`src/rtl/gffbc_pkg.sv`:
```
package gffbc_pkg;

   localparam int MAX_ATOMS_DEFAULT = 64;
   localparam int MAX_BINS_DEFAULT  = 64;

   localparam logic [6:0] ATOM_COUNT_RESET = 7'd64;

   typedef struct packed {
      logic        start_set;
      logic [63:0] neighbor_mask;
   } req_type;

   typedef struct packed {
      logic [5:0] atom_index;
      logic [5:0] bin_index;
      logic [6:0] bins_in_use;
      logic       overflow;
      logic       last_atom;
   } rsp_type;

   typedef enum logic [1:0] {
      ST_IDLE,
      ST_CHECK,
      ST_UPDATE
   } state_type;

   typedef struct packed {
      logic check;
      logic update;
      logic clear;
   } cell_ctl_type;

endpackage

```
`src/rtl/gffbc_cell.sv`:
```
module gffbc_cell #(
   parameter int WIDTH = gffbc_pkg::MAX_ATOMS_DEFAULT
) (
   input  logic                   clock,
   input  logic                   reset,
   input  gffbc_pkg::cell_ctl_type ctl,
   input  logic [WIDTH-1:0]       mask,
   input  logic [WIDTH-1:0]       atom_bit,
   input  logic                   taken_in,
   output logic                   taken_out,
   output logic                   claim
);

   logic [WIDTH-1:0] members_ff;
   logic [WIDTH-1:0] members_in;
   logic             fit_ff;
   logic             fit_in;

   // a bin fits when it holds none of the masked neighbors
   assign fit_in    = ctl.check ? ~|(members_ff & mask) : fit_ff;
   assign claim     = fit_ff & ~taken_in;
   assign taken_out = taken_in | fit_ff;

   always_comb begin
      if (ctl.clear) begin
         members_in = '0;
      end else if (ctl.update && claim) begin
         members_in = members_ff | atom_bit;
      end else begin
         members_in = members_ff;
      end
   end

   always_ff @(posedge clock) begin
      if (reset) begin
         members_ff <= '0;
         fit_ff     <= 1'b0;
      end else begin
         members_ff <= members_in;
         fit_ff     <= fit_in;
      end
   end

endmodule

```
`config.mk`:
```
export PLATFORM = sky130hd
export DESIGN_NAME = gffbc_cell
export DESIGN_NICKNAME = d
export VERILOG_FILES = /design/src/rtl/gffbc_pkg.sv /design/src/rtl/gffbc_cell.sv
export SDC_FILE = /design/constraint.sdc
export NUM_CORES = 1
export LEC_CHECK = 0
export BUFFER_PORTS_ARGS = -buffer_cell sky130_fd_sc_hd__clkbuf_2
export CAP_MARGIN = 20
export CORE_MARGIN = 8
export CORE_UTILIZATION = 40
export CTS_BUF_LIST = sky130_fd_sc_hd__clkbuf_4
export DETAILED_ROUTE_END_ITERATION = 8
export GPL_TIMING_DRIVEN = 0
export PLACE_DENSITY = 0.75
export SLEW_MARGIN = 20
export SYNTH_ARGS = -nofsm -noshare
export SYNTH_HDL_FRONTEND = slang
export SYNTH_SLANG_ARGS = --single-unit
```
`constraint.sdc`:
```
create_clock -name clock -period 1.98 [get_ports clock]
set_input_delay 0 -clock clock [delete_from_list [all_inputs] [get_ports clock]]
set_output_delay 0 -clock clock [all_outputs]
set_load 0.05 [all_outputs]
```
==> summary.md <==
| Metric | Value |
|---|---|
| Hold crit path type | `in2reg` |
| Grt ovf | `0` |
| Critical R2R Launch | `members_ff[36]$_SDFFE_PP0P_` |
| Average instance area after synthesis | `~9 µm²` |
| CTS tree | `yes` |
| WP data required | `between 2 and 2.5 ns` |
| Delay-heaviest family, CP | `buffers and inverters` |
| Top post-synthesis cells by area | `dfxtp_1, a21oi_1, nor2_1` |
| FMAX | `between 500 and 600 MHz` |
| Setup_tns | `0 ns` |
| Status | `completed` |
| Post-synthesis sequential area ratio | `between 50% and 60%` |
| Initial Util | `41.6%` |
| Max Cap Viol | `0` |
| Die Y | `91.6 µm` |
| First-pass GRT wire length | `14000 µm` |
| Synth-to-Final Area Change | `70.6%` |
| Filler Cell Count | `roughly 430` |
| Slew HR | `between 60% and 70%` |
| Kind of critical path | `reg2reg` |
| IO Count | `136` |
| Die footprint | `~0.0084 mm²` |
| Final Core Density | `a little under three quarters` |
| Clk sinks | `65` |
| Num rows | `27` |
| Post-route ant nets | `0` |
| Worst R2R Setup Slack | `roughly 0.27 ns` |
| R2R depth | `6` |
| NumNets Final | `approximately 600` |
| Core area | `roughly 0.0055 mm²` |
| Width of the die | `~90 µm` |
| Setup crit end | `fit_ff$_SDFFE_PP0P_` |
| Via count | `between 2000 and 3000` |
| Worst Path Buf+Inv | `1` |
| Most instantiated cells after synthesis | `dfxtp_1, nor2_1, a21oi_1, a22oi_1, a22o_1` |
| CTS Buffer Depth | `2` |
| Reg-to-reg critical path endpoint | `fit_ff$_SDFFE_PP0P_` |
| CP Launch Type | `flop` |
| Htree depth | `3` |
| Final setup violation count | `0` |
| CP endpoint kind | `flop` |
| Synthesized cell area | `0.00229 mm²` |
| Slowest-stage cell, CP | `dlygate4sd3_1` |
| Fin. Hold Viols | `0` |
| Detailed-route vias per instance | `around 5` |
| Crit path largest cell delay | `0.60 ns` |
| Crit path depth | `6` |
| Slew @ Worst Pin | `0.548 ns` |
| Synth area leader | `dfxtp_1` |
| Max Fanout on Critical Path | `2` |
| DR pass1 iterations | `4` |
| Dpl hpwl | `approximately 6000 µm` |
| Iter 0 DRT Violations | `between 60 and 70` |
| Synth cell types | `21` |
| Routed WL | `8800 µm` |
| Number of CTS-inserted buffers | `9` |
| Ys Warns | `0` |
| Clock Pin Slew Worst Setup and Hold Paths | `approximately 0.11 ns` |
| Ys async rst share | `0%` |
| Period utilization | `86.4%` |
| Synthesized net count | `388` |
| P_leak | `about 0.0017 µW` |
| Critical path, cell by cell | `a22oi_1, nand4b_1, a221oi_1, dlygate4sd3_1, nand4_1, o21ai_1` |
| Share of layout cells above drive strength 1 | `33.8%` |
| Residual DRC | `0` |
| Total global-route track usage | `between 20% and 30%` |
| Worst setup startpoint | `members_ff[36]$_SDFFE_PP0P_` |
| RSZ-0062 raised after global routing | `no` |
| Clock root cell | `clkbuf_4` |
| Post-Syn Instances | `254` |
| WL per Instance | `approximately 16 µm` |
| Final min period | `roughly 1.7 ns` |
| Slew Limit Fails | `0` |
| Crit path DAT | `slightly above 2 ns` |
| Initial antenna violation count | `1` |
| Port Buffers | `around 140` |
| EDFF count, synth | `0` |
| Vias in the first global route | `roughly 2900` |
| Final Skew | `between 0.015 and 0.02 ns` |
| Top_reg_cell synth | `dfxtp_1` |
| RePlAce Congestion | `between 0.8 and 0.9` |
| Largest net degree at the start of global routing | `11` |
| #FFs+latches synth | `65` |
| Post-synth top area share | `a little under three fifths` |
| Max VDD drop | `0.406 mV` |
| Clock latency on the worst-skew pair | `0.39 ns` |
| PwrDens | `approximately 650 mW/mm²` |
-- power by group --
group / switching (µW) / total, µW / internal [µW]
clock network: 431 / 832 / 402
logic: 155 / 383 / 228
registers: 10.9 / 1340 / 1320
total: 597 / 2550 / 1950
-- per-layer routing --
| metal | wire length, µm | GRT usage [%] | vias up |
|---|---|---|---|
| met4 | 245 | 10.2 | 0 |
| met3 | 679 | 8.39 | 23 |
| met2 | 4450 | 36.5 | 107 |
| met1 | 3430 | 21.7 | 1225 |
| li1 | - | - | 1351 |
| met5 | 0 | 0 | - |
-- flip-flops by register name, summed over array words and instances (netlist names) --
register    flops
members_ff     64
fit_ff          1
-- cell type report --
| class | count | area, µm² | share of cell area [%] |
|---|---|---|---|
| Clock buffer | 11 | 82.6 | 2.11 |
| Tap cell | 72 | 90.1 | 2.31 |
| Timing Repair Buffer | 207 | 1400 | 35.8 |
| Sequential cell | 65 | 1300 | 33.3 |
| Antenna cell | 1 | 2.50 | 0.0641 |
| Buffer | 14 | 61.3 | 1.57 |
| Multi-Input combinational cell | 175 | 926 | 23.7 |
| Clock inverter | 4 | 45.0 | 1.15 |
-- layout by cell type (no fill, tap or decap) --
master and instances:
or4_1 1, a221oi_2 2, a22oi_1 11, nor2b_1 1, diode_2 1, and3_1 1, nor2_1 65, buf_2 7
bufinv_16 1, nand4b_1 1, a21oi_1 64, a22o_1 9, dlygate4sd3_1 72, clkinv_2 3, a222oi_1 1, nand4_1 4
clkbuf_4 11, o21ai_1 1, clkbuf_1 6, buf_1 1, a221oi_1 8, nand3_1 1, and2_1 1, clkbuf_2 135
dfxtp_1 65, or2_2 2, nand2_1 2
-- worst min path at each step --
stage                 start                          end  slack [ns]  depth (start not counted)
2_1_floorplan  atom_bit[21]  members_ff[21]$_SDFFE_PP0P_        0.14                          2
3_3_place_gp    atom_bit[0]   members_ff[0]$_SDFFE_PP0P_        0.23                          3
3_5_place_dp   atom_bit[36]  members_ff[36]$_SDFFE_PP0P_        0.23                          3
4_1_cts            mask[52]          fit_ff$_SDFFE_PP0P_        0.02                          5
5_1_grt            mask[41]          fit_ff$_SDFFE_PP0P_        0.05                          5
6_report           mask[52]          fit_ff$_SDFFE_PP0P_        0.05                          5
-- worst register-to-register path: stages, from the launching register on --
cell and delay (ns):
dfxtp_1 0.33, a22oi_1 0.18, nand4b_1 0.11, a221oi_1 0.23, dlygate4sd3_1 0.60, nand4_1 0.09, o21ai_1 0.11
-- cell families after synthesis --
logic type             after synthesis  share of synthesized area (%)
AOI/OAI and AO/OA                   96                           26.1
and+or+nand+nor                     79                           14.4
DFF                                 65                           56.9
buffers and inverters               14                           2.68
-- per-stage QoR --
stage,worst slack (ns),instance area [µm²],instances,hold slack (ns),total power (µW)
6_report,0.270,3910,549,0.0489,2550
5_1_grt,0.143,3910,549,0.0479,2680
4_1_cts,0.265,3900,548,0.0225,2560
3_5_place_dp,0.316,3050,461,0.232,1630
3_3_place_gp,0.307,3050,461,0.225,1630
2_1_floorplan,0.156,2290,254,0.137,1460
-- timing repair --
action	4_1_cts	5_1_grt
setup buffers	0	0
hold endpoints to repair	65	0
hold buffers	72	0
setup endpoints to repair	0	0
resized for setup	0	0
No activity file was read; power rests on OpenSTA's default activity.
